`src/rtl/trb_pkg.sv`:
```
`default_nettype none
package trb_pkg;

   // Field widths.
   localparam int POS_W  = 32;   // Q16.16 position
   localparam int TEX_W  = 20;   // Q4.16 texture coordinate
   localparam int VEC_W  = 48;   // Q32.16 tangent and bitangent components

   // Internal widths.
   localparam int DP_W   = POS_W + 1;       // position delta
   localparam int DT_W   = TEX_W + 1;       // texture delta
   localparam int PROD_W = DP_W + DT_W;     // multiplier product
   localparam int NUM_W  = PROD_W + 1;      // difference of two products
   localparam int DET_W  = 2 * DT_W + 1;    // UV determinant
   localparam int REM_W  = DET_W + 1;       // divider partial remainder
   localparam int FRAC_W = 16;              // fraction bits appended to the dividend
   localparam int LOW_W  = VEC_W - FRAC_W;  // numerator bits shifted in during division
   localparam int HI_W   = NUM_W - LOW_W;   // numerator bits that seed the remainder

   // Vector components: tangent x, y, z then bitangent x, y, z.
   localparam int NUM_COMP = 6;
   localparam int AXES     = 3;
   localparam int COMP_W   = 3;
   localparam int AXIS_W   = 2;

   // Divider: quotient bits retired per cycle and division steps per component.
   localparam int RADIX_BITS = 4;
   localparam int DIV_STEPS  = VEC_W / RADIX_BITS;
   localparam int DCNT_W     = $clog2(DIV_STEPS);

   // Multiplier operand selection.
   localparam logic [1:0] MSEL_DET_A = 2'd0;
   localparam logic [1:0] MSEL_DET_B = 2'd1;
   localparam logic [1:0] MSEL_NUM_A = 2'd2;
   localparam logic [1:0] MSEL_NUM_B = 2'd3;

   typedef struct packed {
      logic              hold0;
      logic              hold1;
      logic              take_last;
      logic [1:0]        mul_sel;
      logic              acc_ld;
      logic              det_ld;
      logic              check;
      logic              div_init;
      logic              div_step;
      logic              store;
      logic [COMP_W-1:0] comp;
   } cmd_type;

endpackage
`default_nettype wire

```
`src/rtl/trb_datapath.sv`:
```
`default_nettype none
module trb_datapath
   import trb_pkg::*;
(
   input  wire                     clock,
   input  cmd_type                 cmd,
   input  wire  signed [POS_W-1:0] pos_x,
   input  wire  signed [POS_W-1:0] pos_y,
   input  wire  signed [POS_W-1:0] pos_z,
   input  wire  signed [TEX_W-1:0] tex_u,
   input  wire  signed [TEX_W-1:0] tex_v,
   output logic                    det_zero,
   output logic signed [VEC_W-1:0] tan_x,
   output logic signed [VEC_W-1:0] tan_y,
   output logic signed [VEC_W-1:0] tan_z,
   output logic signed [VEC_W-1:0] bitan_x,
   output logic signed [VEC_W-1:0] bitan_y,
   output logic signed [VEC_W-1:0] bitan_z,
   output logic                    degenerate
);

   logic signed [POS_W-1:0]  p0_ff [AXES];
   logic signed [POS_W-1:0]  p1_ff [AXES];
   logic signed [TEX_W-1:0]  u0_ff, v0_ff, u1_ff, v1_ff;
   logic signed [DP_W-1:0]   d1_ff [AXES];
   logic signed [DP_W-1:0]   d2_ff [AXES];
   logic signed [DT_W-1:0]   du1_ff, dv1_ff, du2_ff, dv2_ff;
   logic signed [POS_W-1:0]  pos_in [AXES];

   logic signed [DP_W-1:0]   mul_a;
   logic signed [DT_W-1:0]   mul_b;
   logic signed [PROD_W-1:0] prod_in;
   logic signed [PROD_W-1:0] prod_ff;
   logic signed [PROD_W-1:0] acc_ff;
   logic signed [NUM_W-1:0]  diff;
   logic        [NUM_W-1:0]  diff_abs;
   logic        [AXIS_W-1:0] axis;
   logic                     is_bitan;

   logic                     det_neg_ff;
   logic        [DET_W-1:0]  ud_ff;
   logic                     neg_ff;
   logic                     ovf_ff;
   logic        [REM_W-1:0]  rem_ff, rem_in;
   logic        [VEC_W-1:0]  dvd_ff, dvd_in;
   logic        [VEC_W-1:0]  quo_ff, quo_in;
   logic signed [VEC_W-1:0]  res;
   logic signed [VEC_W-1:0]  vec_ff [NUM_COMP];
   logic                     degen_ff;

   assign pos_in[0] = pos_x;
   assign pos_in[1] = pos_y;
   assign pos_in[2] = pos_z;

   // Vertex holding and delta capture.
   always_ff @(posedge clock) begin
      if (cmd.hold0) begin
         for (int i = 0; i < AXES; i++) p0_ff[i] <= pos_in[i];
         u0_ff <= tex_u;
         v0_ff <= tex_v;
      end
      if (cmd.hold1) begin
         for (int i = 0; i < AXES; i++) p1_ff[i] <= pos_in[i];
         u1_ff <= tex_u;
         v1_ff <= tex_v;
      end
      if (cmd.take_last) begin
         for (int i = 0; i < AXES; i++) begin
            d1_ff[i] <= DP_W'(p1_ff[i]) - DP_W'(p0_ff[i]);
            d2_ff[i] <= DP_W'(pos_in[i]) - DP_W'(p0_ff[i]);
         end
         du1_ff <= DT_W'(u1_ff) - DT_W'(u0_ff);
         dv1_ff <= DT_W'(v1_ff) - DT_W'(v0_ff);
         du2_ff <= DT_W'(tex_u) - DT_W'(u0_ff);
         dv2_ff <= DT_W'(tex_v) - DT_W'(v0_ff);
      end
   end

   // Operand selection for the shared multiplier.
   assign is_bitan = (cmd.comp >= COMP_W'(AXES));
   assign axis     = is_bitan ? AXIS_W'(cmd.comp - COMP_W'(AXES)) : AXIS_W'(cmd.comp);

   always_comb begin
      case (cmd.mul_sel)
         MSEL_DET_A: begin
            mul_a = DP_W'(du1_ff);
            mul_b = dv2_ff;
         end
         MSEL_DET_B: begin
            mul_a = DP_W'(dv1_ff);
            mul_b = du2_ff;
         end
         MSEL_NUM_A: begin
            mul_a = is_bitan ? d2_ff[axis] : d1_ff[axis];
            mul_b = is_bitan ? du1_ff : dv2_ff;
         end
         MSEL_NUM_B: begin
            mul_a = is_bitan ? d1_ff[axis] : d2_ff[axis];
            mul_b = is_bitan ? du2_ff : dv1_ff;
         end
         default: begin
            mul_a = DP_W'(du1_ff);
            mul_b = dv2_ff;
         end
      endcase
   end

   assign prod_in  = mul_a * mul_b;
   assign diff     = NUM_W'(acc_ff) - NUM_W'(prod_ff);
   assign diff_abs = diff[NUM_W-1] ? NUM_W'(-diff) : NUM_W'(diff);
   assign det_zero = (ud_ff == '0);

   // Radix 16 restoring division: four quotient bits a cycle.
   always_comb begin
      logic [REM_W-1:0] r;
      logic [VEC_W-1:0] d;
      logic [VEC_W-1:0] q;
      r = rem_ff;
      d = dvd_ff;
      q = quo_ff;
      for (int k = 0; k < RADIX_BITS; k++) begin
         r = {r[REM_W-2:0], d[VEC_W-1]};
         d = {d[VEC_W-2:0], 1'b0};
         if (r >= REM_W'(ud_ff)) begin
            r = r - REM_W'(ud_ff);
            q = {q[VEC_W-2:0], 1'b1};
         end else begin
            q = {q[VEC_W-2:0], 1'b0};
         end
      end
      rem_in = r;
      dvd_in = d;
      quo_in = q;
   end

   // Sign and saturation of the finished quotient.
   always_comb begin
      if (neg_ff) begin
         if (ovf_ff || quo_ff[VEC_W-1]) res = {1'b1, {(VEC_W-1){1'b0}}};
         else                           res = -$signed(quo_ff);
      end else begin
         if (ovf_ff || quo_ff[VEC_W-1]) res = {1'b0, {(VEC_W-1){1'b1}}};
         else                           res = $signed(quo_ff);
      end
   end

   always_ff @(posedge clock) begin
      prod_ff <= prod_in;
      if (cmd.acc_ld) acc_ff <= prod_ff;
      if (cmd.det_ld) begin
         det_neg_ff <= diff[NUM_W-1];
         ud_ff      <= diff_abs[DET_W-1:0];
      end
      if (cmd.div_init) begin
         neg_ff <= diff[NUM_W-1] ^ det_neg_ff;
         ovf_ff <= (DET_W'(diff_abs[NUM_W-1:LOW_W]) >= ud_ff);
         rem_ff <= REM_W'(diff_abs[NUM_W-1:LOW_W]);
         dvd_ff <= {diff_abs[LOW_W-1:0], {FRAC_W{1'b0}}};
         quo_ff <= '0;
      end else if (cmd.div_step) begin
         rem_ff <= rem_in;
         dvd_ff <= dvd_in;
         quo_ff <= quo_in;
      end
      if (cmd.check) begin
         degen_ff <= det_zero;
         if (det_zero) begin
            for (int i = 0; i < NUM_COMP; i++) vec_ff[i] <= '0;
         end
      end
      if (cmd.store) vec_ff[cmd.comp] <= res;
   end

   assign tan_x      = vec_ff[0];
   assign tan_y      = vec_ff[1];
   assign tan_z      = vec_ff[2];
   assign bitan_x    = vec_ff[3];
   assign bitan_y    = vec_ff[4];
   assign bitan_z    = vec_ff[5];
   assign degenerate = degen_ff;

endmodule
`default_nettype wire

```
`src/rtl/trb_control.sv`:
```
`default_nettype none
module trb_control
   import trb_pkg::*;
(
   input  wire     clock,
   input  wire     reset,
   input  wire     req_valid,
   output logic    req_stall,
   output logic    rsp_valid,
   input  wire     rsp_stall,
   input  wire     det_zero,
   output cmd_type cmd
);

   localparam logic [3:0] ST_IDLE  = 4'd0;
   localparam logic [3:0] ST_DET0  = 4'd1;
   localparam logic [3:0] ST_DET1  = 4'd2;
   localparam logic [3:0] ST_DET2  = 4'd3;
   localparam logic [3:0] ST_CHK   = 4'd4;
   localparam logic [3:0] ST_N0    = 4'd5;
   localparam logic [3:0] ST_N1    = 4'd6;
   localparam logic [3:0] ST_N2    = 4'd7;
   localparam logic [3:0] ST_DIV   = 4'd8;
   localparam logic [3:0] ST_STORE = 4'd9;

   localparam logic [1:0] PH_FIRST  = 2'd0;
   localparam logic [1:0] PH_SECOND = 2'd1;
   localparam logic [1:0] PH_THIRD  = 2'd2;

   logic [3:0]        state_ff, state_in;
   logic [1:0]        phase_ff, phase_in;
   logic [COMP_W-1:0] comp_ff, comp_in;
   logic [DCNT_W-1:0] dcnt_ff, dcnt_in;
   logic              rsp_valid_ff, rsp_valid_in;
   logic              accept;
   logic              finish;

   assign req_stall = (state_ff != ST_IDLE) || ((phase_ff == PH_THIRD) && rsp_valid_ff);
   assign accept    = req_valid && !req_stall;
   assign rsp_valid = rsp_valid_ff;

   always_comb begin
      state_in     = state_ff;
      phase_in     = phase_ff;
      comp_in      = comp_ff;
      dcnt_in      = dcnt_ff;
      finish       = 1'b0;
      cmd          = '0;
      cmd.comp     = comp_ff;
      cmd.mul_sel  = MSEL_DET_A;

      case (state_ff)
         ST_IDLE: begin
            if (accept) begin
               case (phase_ff)
                  PH_SECOND: begin
                     cmd.hold1 = 1'b1;
                     phase_in  = PH_THIRD;
                  end
                  PH_THIRD: begin
                     cmd.take_last = 1'b1;
                     phase_in      = PH_FIRST;
                     state_in      = ST_DET0;
                  end
                  default: begin
                     cmd.hold0 = 1'b1;
                     phase_in  = PH_SECOND;
                  end
               endcase
            end
         end
         ST_DET0: begin
            cmd.mul_sel = MSEL_DET_A;
            state_in    = ST_DET1;
         end
         ST_DET1: begin
            cmd.mul_sel = MSEL_DET_B;
            cmd.acc_ld  = 1'b1;
            state_in    = ST_DET2;
         end
         ST_DET2: begin
            cmd.det_ld = 1'b1;
            state_in   = ST_CHK;
         end
         ST_CHK: begin
            cmd.check = 1'b1;
            comp_in   = '0;
            if (det_zero) begin
               finish   = 1'b1;
               state_in = ST_IDLE;
            end else begin
               state_in = ST_N0;
            end
         end
         ST_N0: begin
            cmd.mul_sel = MSEL_NUM_A;
            state_in    = ST_N1;
         end
         ST_N1: begin
            cmd.mul_sel = MSEL_NUM_B;
            cmd.acc_ld  = 1'b1;
            state_in    = ST_N2;
         end
         ST_N2: begin
            cmd.div_init = 1'b1;
            dcnt_in      = '0;
            state_in     = ST_DIV;
         end
         ST_DIV: begin
            cmd.div_step = 1'b1;
            dcnt_in      = dcnt_ff + 1'b1;
            if (dcnt_ff == DCNT_W'(DIV_STEPS - 1)) state_in = ST_STORE;
         end
         ST_STORE: begin
            cmd.store = 1'b1;
            if (comp_ff == COMP_W'(NUM_COMP - 1)) begin
               finish   = 1'b1;
               state_in = ST_IDLE;
            end else begin
               comp_in  = comp_ff + 1'b1;
               state_in = ST_N0;
            end
         end
         default: begin
            state_in = ST_IDLE;
         end
      endcase

      if (finish)                       rsp_valid_in = 1'b1;
      else if (rsp_valid_ff && !rsp_stall) rsp_valid_in = 1'b0;
      else                              rsp_valid_in = rsp_valid_ff;
   end

   always_ff @(posedge clock) begin
      if (reset) begin
         state_ff     <= ST_IDLE;
         phase_ff     <= PH_FIRST;
         rsp_valid_ff <= 1'b0;
         comp_ff      <= '0;
         dcnt_ff      <= '0;
      end else begin
         state_ff     <= state_in;
         phase_ff     <= phase_in;
         rsp_valid_ff <= rsp_valid_in;
         comp_ff      <= comp_in;
         dcnt_ff      <= dcnt_in;
      end
   end

   // Vertices are taken only while the datapath is free.
   a_accept_idle: assert property (@(posedge clock) disable iff (reset)
      accept |-> (state_ff == ST_IDLE))
      else $error("vertex accepted while a triangle is in progress");

   // A triangle never starts while its predecessor's result is still waiting.
   a_no_overwrite: assert property (@(posedge clock) disable iff (reset)
      (accept && (phase_ff == PH_THIRD)) |-> !rsp_valid_ff)
      else $error("third vertex accepted over a pending result");

   // A result appears only at the end of a triangle.
   a_result_source: assert property (@(posedge clock) disable iff (reset)
      $rose(rsp_valid_ff) |-> ($past(state_ff) == ST_CHK)
         || (($past(state_ff) == ST_STORE) && ($past(comp_ff) == COMP_W'(NUM_COMP - 1))))
      else $error("result raised outside the end of a triangle");

   // The division counter stays within its sweep.
   a_div_range: assert property (@(posedge clock) disable iff (reset)
      (state_ff == ST_DIV) |-> (dcnt_ff < DCNT_W'(DIV_STEPS)))
      else $error("division step counter out of range");

endmodule
`default_nettype wire

```
`src/rtl/triangle_tangent_basis.sv`:
```
// Triangle tangent and bitangent unit.
// The req_ channel carries one vertex per item (Q16.16 position, Q4.16 texture
// coordinate), three items per triangle. The first two vertices are only held
// and give no result; the third starts the computation, and one rsp_ item with
// the Q32.16 tangent, the bitangent and the degenerate flag follows for it.
// After the third vertex, one shared 33x21 multiplier forms the UV determinant in
// the states DET0, DET1 and DET2, and the CHK state then checks it for zero. Each
// of the six components then passes through the multiplier states N0, N1 and N2,
// the radix-16 divider steps and one store state; the result is shown after the
// store of the last component, or after the check if the determinant is zero.
// The divider steps take most of the time per triangle.
// The result sits in an output register; the first two vertices of the next
// triangle may be taken while it waits, and its third vertex is stalled until
// the pending result has been taken. req_stall is also high throughout the
// computation. A stalled result holds its value. Synchronous reset empties the
// output and restarts at the first vertex of a triangle.
`default_nettype none
module triangle_tangent_basis
   import trb_pkg::*;
(
   input  wire                     clock,
   input  wire                     reset,
   input  wire                     req_valid,
   output logic                    req_stall,
   input  wire  signed [POS_W-1:0] req_pos_x,
   input  wire  signed [POS_W-1:0] req_pos_y,
   input  wire  signed [POS_W-1:0] req_pos_z,
   input  wire  signed [TEX_W-1:0] req_tex_u,
   input  wire  signed [TEX_W-1:0] req_tex_v,
   output logic                    rsp_valid,
   input  wire                     rsp_stall,
   output logic signed [VEC_W-1:0] rsp_tan_x,
   output logic signed [VEC_W-1:0] rsp_tan_y,
   output logic signed [VEC_W-1:0] rsp_tan_z,
   output logic signed [VEC_W-1:0] rsp_bitan_x,
   output logic signed [VEC_W-1:0] rsp_bitan_y,
   output logic signed [VEC_W-1:0] rsp_bitan_z,
   output logic                    rsp_degenerate
);

   // Command bundle from the sequencer and the zero-determinant status back.
   cmd_type cmd;
   logic    det_zero;

   // The controller owns the vertex phase, the handshakes and the step order.
   trb_control u_control (
      .clock     (clock),
      .reset     (reset),
      .req_valid (req_valid),
      .req_stall (req_stall),
      .rsp_valid (rsp_valid),
      .rsp_stall (rsp_stall),
      .det_zero  (det_zero),
      .cmd       (cmd)
   );

   // The datapath holds the vertices, the multiplier, the divider and the
   // output registers.
   trb_datapath u_datapath (
      .clock      (clock),
      .cmd        (cmd),
      .pos_x      (req_pos_x),
      .pos_y      (req_pos_y),
      .pos_z      (req_pos_z),
      .tex_u      (req_tex_u),
      .tex_v      (req_tex_v),
      .det_zero   (det_zero),
      .tan_x      (rsp_tan_x),
      .tan_y      (rsp_tan_y),
      .tan_z      (rsp_tan_z),
      .bitan_x    (rsp_bitan_x),
      .bitan_y    (rsp_bitan_y),
      .bitan_z    (rsp_bitan_z),
      .degenerate (rsp_degenerate)
   );

endmodule
`default_nettype wire
```
`config.mk`:
```
export PLATFORM = sky130hd
export DESIGN_NAME = triangle_tangent_basis
export DESIGN_NICKNAME = d
export VERILOG_FILES = /design/src/rtl/trb_pkg.sv /design/src/rtl/trb_datapath.sv /design/src/rtl/trb_control.sv /design/src/rtl/triangle_tangent_basis.sv
export SDC_FILE = /design/constraint.sdc
export NUM_CORES = 2
export LEC_CHECK = 0
export BUFFER_PORTS_ARGS = -buffer_cell sky130_fd_sc_hd__buf_2
export CAP_MARGIN = 20
export CORE_ASPECT_RATIO = 1.2
export CORE_MARGIN = 5
export CORE_UTILIZATION = 59
export DETAILED_ROUTE_END_ITERATION = 6
export PLACE_DENSITY = 0.86
export SETUP_SLACK_MARGIN = 0.3
export SYNTH_ARGS = -nofsm -noshare
export SYNTH_HDL_FRONTEND = slang
export SYNTH_SLANG_ARGS = --single-unit
export TNS_END_PERCENT = 5
```
`constraint.sdc`:
```
create_clock -name clock -period 15.7 [get_ports clock]
set_input_delay 3.14 -clock clock [delete_from_list [all_inputs] [get_ports clock]]
set_output_delay 3.14 -clock clock [all_outputs]
set_load 0.01 [all_outputs]
```
== Yosys cells after proc, flatten, opt, wreduce, memory -nomap -nowiden ==
Memory sizes are Yosys's and may differ from the RTL's.
Cells that the tools add are included.

* Register bits: 456
* Bits in writable memories: 678
* Output and inout bits: 291
* Memories: 5

* $add $sub $neg: 20
* Multiply operators: 1
* Order comparisons: 6
* Equality and inequality tests: 20
* Multiplexer cells: 63
* Bitwise gates (word level): 1
* Reductions and logical operators: 21

{| class="wikitable"
|+ Memory list
! memory !! words !! width !! rd ports !! clocked after Yosys merged registers in !! wr ports !! line !! RTL
|-
| u_datapath.vec_ff || 6 || 48 || 6 || 0 || 6 || trb_datapath.sv:48 || <nowiki>logic signed [VEC_W-1:0] vec_ff [NUM_COMP];</nowiki>
|-
| u_datapath.d1_ff || 3 || 33 || 1 || 0 || 3 || trb_datapath.sv:25 || <nowiki>logic signed [DP_W-1:0] d1_ff [AXES];</nowiki>
|-
| u_datapath.d2_ff || 3 || 33 || 1 || 0 || 3 || trb_datapath.sv:26 || <nowiki>logic signed [DP_W-1:0] d2_ff [AXES];</nowiki>
|-
| u_datapath.p0_ff || 3 || 32 || 3 || 0 || 3 || trb_datapath.sv:22 || <nowiki>logic signed [POS_W-1:0] p0_ff [AXES];</nowiki>
|-
| u_datapath.p1_ff || 3 || 32 || 3 || 0 || 3 || trb_datapath.sv:23 || <nowiki>logic signed [POS_W-1:0] p1_ff [AXES];</nowiki>
|}

{| class="wikitable"
|+ Operators by type and width
! cell !! number
|-
| 48-bit 2-to-1 mux || 6
|-
| 32-bit by 32-bit subtractor with 33-bit output || 6
|-
| 44-bit by 43-bit greater-or-equal comparator with 1-bit output || 4
|-
| 43-bit 2-to-1 mux || 4
|-
| 43-bit subtractor || 4
|-
| 33-bit case mux with 4 select lines || 1
|-
| 21-bit case mux with 4 select lines || 1
|-
| 20-bit by 20-bit subtractor with 21-bit output || 4
|-
| 33-bit 2-to-1 mux || 2
|-
| 55-bit 2-to-1 mux || 1
|-
| 55-bit negator || 1
|-
| 54-bit by 54-bit subtractor with 55-bit output || 1
|-
| 33-bit by 21-bit multiplier with 54-bit output || 1
|-
| 48-bit negator || 1
|-
| 48-bit OR reduction || 1
|-
| 23-bit 2-to-1 mux || 2
|-
| 23-bit by 43-bit greater-or-equal comparator with 1-bit output || 1
|-
| 43-bit logical NOT || 1
|-
| 21-bit 2-to-1 mux || 2
|-
| 4-bit case mux with 10 select lines || 1
|-
| 1-bit 2-to-1 mux || 28
|-
| 3-bit 2-to-1 mux || 6
|-
| 4-bit by 3-bit == test with 1-bit output, second input constant || 4
|-
| 4-bit == test, second input constant || 3
|-
| 29 further kinds || 46
|}

== Longest topological paths before layout ==
* Word-level depth: 10
* Depth in mapped cells: 59
* Depth with buffers taken out: 50

== Cells and area by module ==
Synthesis repeated with hierarchy kept, for this count alone.

* Cell total of the unflattened synthesis: 9259
* Area, all modules: 92237.2 um^2

{| class="wikitable"
|+ Modules (own cells, without submodules)
! module !! times used !! cells each !! area each (um^2) !! sequential area each (um^2)
|-
| trb_datapath || 1 || 9165 || 91405.2 || 32411.1
|-
| trb_control || 1 || 94 || 832.0 || 280.3
|}

== Least setup slack after synthesis ==
Ideal clock, no wire load.

* Path kind: flip-flop to flip-flop
* Start: register u_datapath.ud_ff[1]
* End: register u_datapath.rem_ff[20] (data pin)
* Arrival: 12.594 ns
* Data required time: 15.440 ns
* Setup slack: 2.846 ns
* Cell stages (with the launch flop): 56
* Buffers on the path: 8
* Cell sequence: edfxtp_1 > inv_1 > fa_1 > a211oi_1 > o21ai_0 > nand3_1 > a31oi_1 > a211oi_1 > o21ai_1 > clkbuf_1 > clkbuf_1 > nand2_1 > a21boi_0 > inv_1 > fa_1 > nand2b_1 > a211oi_1 > nor3_1 > [20 not listed] > o21ai_2 > buf_2 > mux2_2 > ha_1 > o21ai_0 > o21ai_0 > nand3_1 > a21oi_1 > nor2_1 > a31oi_1 > a21oi_1 > a21boi_0 > o31ai_1 > nor4_1 > nor3_4 > buf_4 > mux2_2 > mux2_2

* Longest elaborated chain between the ends: 10
* Elaborated cells on any way between the ends: 14
* Classes of those cells: add/sub: 4; order compare: 4; mux: 6

{| class="wikitable"
|+ RTL lines
! item !! line !! RTL
|-
| from (decl) || trb_datapath.sv:41 || <nowiki>logic [DET_W-1:0] ud_ff;</nowiki>
|-
| from (signal assigned) || trb_datapath.sv:152 || <nowiki>ud_ff <= diff_abs[DET_W-1:0];</nowiki>
|-
| 43-bit subtractor / 44-bit by 43-bit greater-or-equal comparator with 1-bit output (equally long branches) || trb_datapath.sv:125, trb_datapath.sv:124 ||
|-
| 43-bit 2-to-1 mux || trb_datapath.sv:124 || <nowiki>if (r >= REM_W'(ud_ff)) begin</nowiki>
|-
| 43-bit subtractor / 44-bit by 43-bit greater-or-equal comparator with 1-bit output (equally long branches) || trb_datapath.sv:125, trb_datapath.sv:124 ||
|-
| 43-bit 2-to-1 mux || trb_datapath.sv:124 ||
|-
| 43-bit subtractor / 44-bit by 43-bit greater-or-equal comparator with 1-bit output (equally long branches) || trb_datapath.sv:125, trb_datapath.sv:124 ||
|-
| 43-bit 2-to-1 mux || trb_datapath.sv:124 ||
|-
| 43-bit subtractor / 44-bit by 43-bit greater-or-equal comparator with 1-bit output (equally long branches) || trb_datapath.sv:125, trb_datapath.sv:124 ||
|-
| 43-bit 2-to-1 mux (*) || trb_datapath.sv:124 ||
|-
| 23-bit 2-to-1 mux (*) || trb_datapath.sv:160 || <nowiki>end else if (cmd.div_step) begin</nowiki>
|-
| 23-bit 2-to-1 mux (*) || trb_datapath.sv:154 || <nowiki>if (cmd.div_init) begin</nowiki>
|-
| to (signal assigned) || trb_datapath.sv:157 || <nowiki>rem_ff <= REM_W'(diff_abs[NUM_W-1:LOW_W]);</nowiki>
|-
| to (signal assigned) || trb_datapath.sv:161 || <nowiki>rem_ff <= rem_in;</nowiki>
|-
| to (decl) || trb_datapath.sv:44 || <nowiki>logic [REM_W-1:0] rem_ff, rem_in;</nowiki>
|}

Mark *: on every way between the ends. The rest lies on a longest branch, timed or not. The select of a mux whose other input is x is not followed.
A chain may end at the register's enable or synchronous reset.

== Final worst setup path ==
* Start: register u_datapath.ud_ff[1]
* End: register u_datapath.rem_ff[0] (data pin)

* Longest elaborated chain between the ends: 10
* Elaborated cells on any way between the ends: 13
* Classes of those cells: add/sub: 3; order compare: 4; mux: 6

{| class="wikitable"
|+ RTL lines
! item !! line
|-
| 43-bit subtractor / 44-bit by 43-bit greater-or-equal comparator with 1-bit output (equally long branches) || trb_datapath.sv:125, trb_datapath.sv:124
|-
| 43-bit 2-to-1 mux || trb_datapath.sv:124
|-
| 43-bit subtractor / 44-bit by 43-bit greater-or-equal comparator with 1-bit output (equally long branches) || trb_datapath.sv:125, trb_datapath.sv:124
|-
| 43-bit 2-to-1 mux || trb_datapath.sv:124
|-
| 43-bit subtractor / 44-bit by 43-bit greater-or-equal comparator with 1-bit output (equally long branches) || trb_datapath.sv:125, trb_datapath.sv:124
|-
| 43-bit 2-to-1 mux || trb_datapath.sv:124
|-
| 44-bit by 43-bit greater-or-equal comparator with 1-bit output (*) || trb_datapath.sv:124
|-
| 43-bit 2-to-1 mux (*) || trb_datapath.sv:124
|-
| 23-bit 2-to-1 mux (*) || trb_datapath.sv:160
|-
| 23-bit 2-to-1 mux (*) || trb_datapath.sv:154
|}

Marks and branches as above.

==> flow_summary.toml <==
[synthesis]
synthFlopType = "edfxtp_1"
synth_area_leaders = "edfxtp_1 33%, fa_1 15%, ha_1 9.0%, inv_1 4.6%, nand2_1 4.1%"
synthesis.nets = 10853
seq_area_frac_synth_pct = 35.5
yosysTopAreaCellShare_pct = 32.6
synth.distinct_cells = 97
synth_edf_count = 998
synthTopCellsByCount = "1131 x inv_1, 1006 x nand2_1, 998 x edfxtp_1"
syn_area_um2 = 92100
synth_cells = 9346
ys_seq_elements = 1134
synth_warnings = 0
syn_avg_cell_area_um2 = 9.85
synth.most_common_cell = "inv_1"
async_flop_share_pct = 0
synth_top_area_cell = "edfxtp_1"

[critical_path]
cp.depth = 51
r2r-end = "u_datapath.rem_ff[0]$_DFFE_PP_"
crit_required_ns = 16.14
cp_num_buf_inv = 9
arrival_ns = 14.88
crit_fanout = 65
startpoint_type = "register"
crit_path_start = "u_datapath.ud_ff[1]$_DFFE_PP_"
slowest_delay_ns = 0.67
critPathCapture = "u_datapath.rem_ff[0]$_DFFE_PP_"
r2r_slack_ns = 1.25
crit_top_cell = "a21oi_1"
worst_path_dominant_cell_family = "compound AO/OA/AOI/OAI gates"
critical_path_class = "register to register"
worst_path_max_delay_cell = "buf_4"
critPathCaptureType = "register"
reg2regPathDepth = 51
r2r-start = "u_datapath.ud_ff[1]$_DFFE_PP_"

[cells_and_area]
drive_above_1_share_pct = 9.84
syn_to_final_growth_pct = 9.87
nNetsFinal = 11227
nFillCells = 11224

[grt]
grtUsageMet1_pct = 35.5
overflow = 0
grt_use_met2_pct = 56.7
grt_max_degree = 154
use_met3_pct = 5.80
grt_pass1_vias = 77450
grt.total_usage_pct = 32.5
antenna_found_initial = 23
grt_pass1_wl_um = 420000
grt-busiest-layer = "met2"

[cts]
hold_buffers = 0
cts_max_level = 3
clk_latency_ns = 0.80
cts_setup_buffers = 0
postCtsResizedCells = 0
clkTransAtPathRegs_ns = 0.06
clockRootBuffer = "clkbuf_16"
cts_tree = "built"
cts_buffers = 114
clock_path_buffers = 3
cts_num_sinks = 1134

[sta]
tightest_slew_ns = 1.20
rsz0062_at_grt = "no"
setup_viol = 0
fin_crit_ns = 14.45
slew_violations = 0
tns_ns = 0
fin_skew_ns = 0.0989
report.final.hold_viol_count = 0
max_freq_mhz = 69.2
fin_crit_sh_pct = 92.0
relSlewSlack_pct = 20.3

[place]
port_buffers = 430
hpwl_um = 207000
gp_congestion = 1.05

[flow_run]
maxCapViolations = 0

[route]
avgViaCountPerCell = 6.19
wl_per_cell_um = 22.9
vias = 73774
drt-pass1-iter-count = 7
ant_nets = 0
drc = 0
routed_wl_um = 272000
drt_iter0_markers = 7652

[floorplanning]
io_pins = 431
die-area_um2 = 164000
core_um2 = 155000
start_util_pct = 59.5
die_w_um = 371
die_y_um = 443
num_rows = 158

[status]
status = "finished clean"

[hold_path]
hp-class = "register to register"
sequential cells by signal (all words and copies together), names as in the netlist, 32 cells and up:
| signal | cells |
|---|---|
| u_datapath.vec_ff | 288 |
| u_datapath.d1_ff | 99 |
| u_datapath.d2_ff | 99 |
| u_datapath.p0_ff | 96 |
| u_datapath.p1_ff | 96 |
| u_datapath.acc_ff | 54 |
| u_datapath.prod_ff | 54 |
| u_datapath.quo_ff | 48 |
| u_datapath.rem_ff | 43 |
| u_datapath.ud_ff | 43 |
| u_datapath.dvd_ff | 32 |
stage by stage:
| step | utilization, % | cell area, um2 | cells | setup WS, ns | hold slack [ns] |
|---|---|---|---|---|---|
| after floorplan | - | 92100 | 9346 | 2.85 | 0.408 |
| after global placement | 62.7 | 97000 | 11675 | 1.64 | 0.414 |
| after detailed placement | 62.7 | 97000 | 11675 | 1.52 | 0.417 |
| after CTS | 65.2 | 101000 | 11891 | 1.44 | 0.416 |
| after global routing | 65.3 | 101000 | 11906 | 0.531 | 0.422 |
| final | 65.3 | 101000 | 11912 | 1.25 | 0.421 |
routing by layer:
| layer | routed length, um | vias up |
|---|---|---|
| li1 | - | 32966 |
| met1 | 92300 | 35543 |
| met2 | 134000 | 4000 |
| met3 | 21500 | 1243 |
| met4 | 24100 | 22 |
| met5 | 141 | - |
layout by cell type, fill, tap and decap left out, types with 126 or more instances in the layout:
cell      netlist  layout
inv_1        1131    1129
dfxtp_1       136     136
a21oi_1       530     528
edfxtp_1      998     998
xor2_1        157     157
a21o_1        203     203
nand2_1      1006    1000
nor3_1        127     126
nor2b_1       145     145
o21ai_0       389     371
fa_1          702     702
ha_1          665     665
buf_2           6     430
buf_4           4     142
nor2_1        876     871
xnor2_1       351     351
mux2i_1       136     135
cell type report:
cell class	count	area, um2	area share, %
diodes	12	30.0	0.0297
clock buffers	134	2990	2.96
clock inverters	82	933	0.923
inverters	1134	4260	4.22
multi-input cells	6752	54200	53.6
flip-flops and latches	1134	32700	32.3
well taps	2080	2600	2.57
repair buffers	584	3430	3.39
kinds of logic after synthesis:
kind of cell	after synthesis	share of synthesized area, %
simple gates	2750	13.5
compound gates	1924	13.6
buf+inv	1460	5.98
fa+ha+maj	1367	24.3
flops	1134	35.5
xor+xnor	510	4.87
mux	201	2.27
worst min path at each step:
stage                                   startpoint                              end  slack (ns)  depth (start not counted)
global route        u_datapath.prod_ff[24]$_DFF_P_  u_datapath.acc_ff[24]$_DFFE_PP_        0.42                          0
detailed placement   u_datapath.prod_ff[4]$_DFF_P_   u_datapath.acc_ff[4]$_DFFE_PP_        0.42                          0
floorplan           u_datapath.prod_ff[10]$_DFF_P_  u_datapath.acc_ff[10]$_DFFE_PP_        0.41                          0
finish              u_datapath.prod_ff[24]$_DFF_P_  u_datapath.acc_ff[24]$_DFFE_PP_        0.42                          0
CTS                 u_datapath.prod_ff[24]$_DFF_P_  u_datapath.acc_ff[24]$_DFFE_PP_        0.42                          0
global placement    u_datapath.prod_ff[20]$_DFF_P_  u_datapath.acc_ff[20]$_DFFE_PP_        0.41                          0
Power is left out: the tool's default activity adds up to more than one toggle a clock period on the data nets, which glitch-free logic cannot reach.
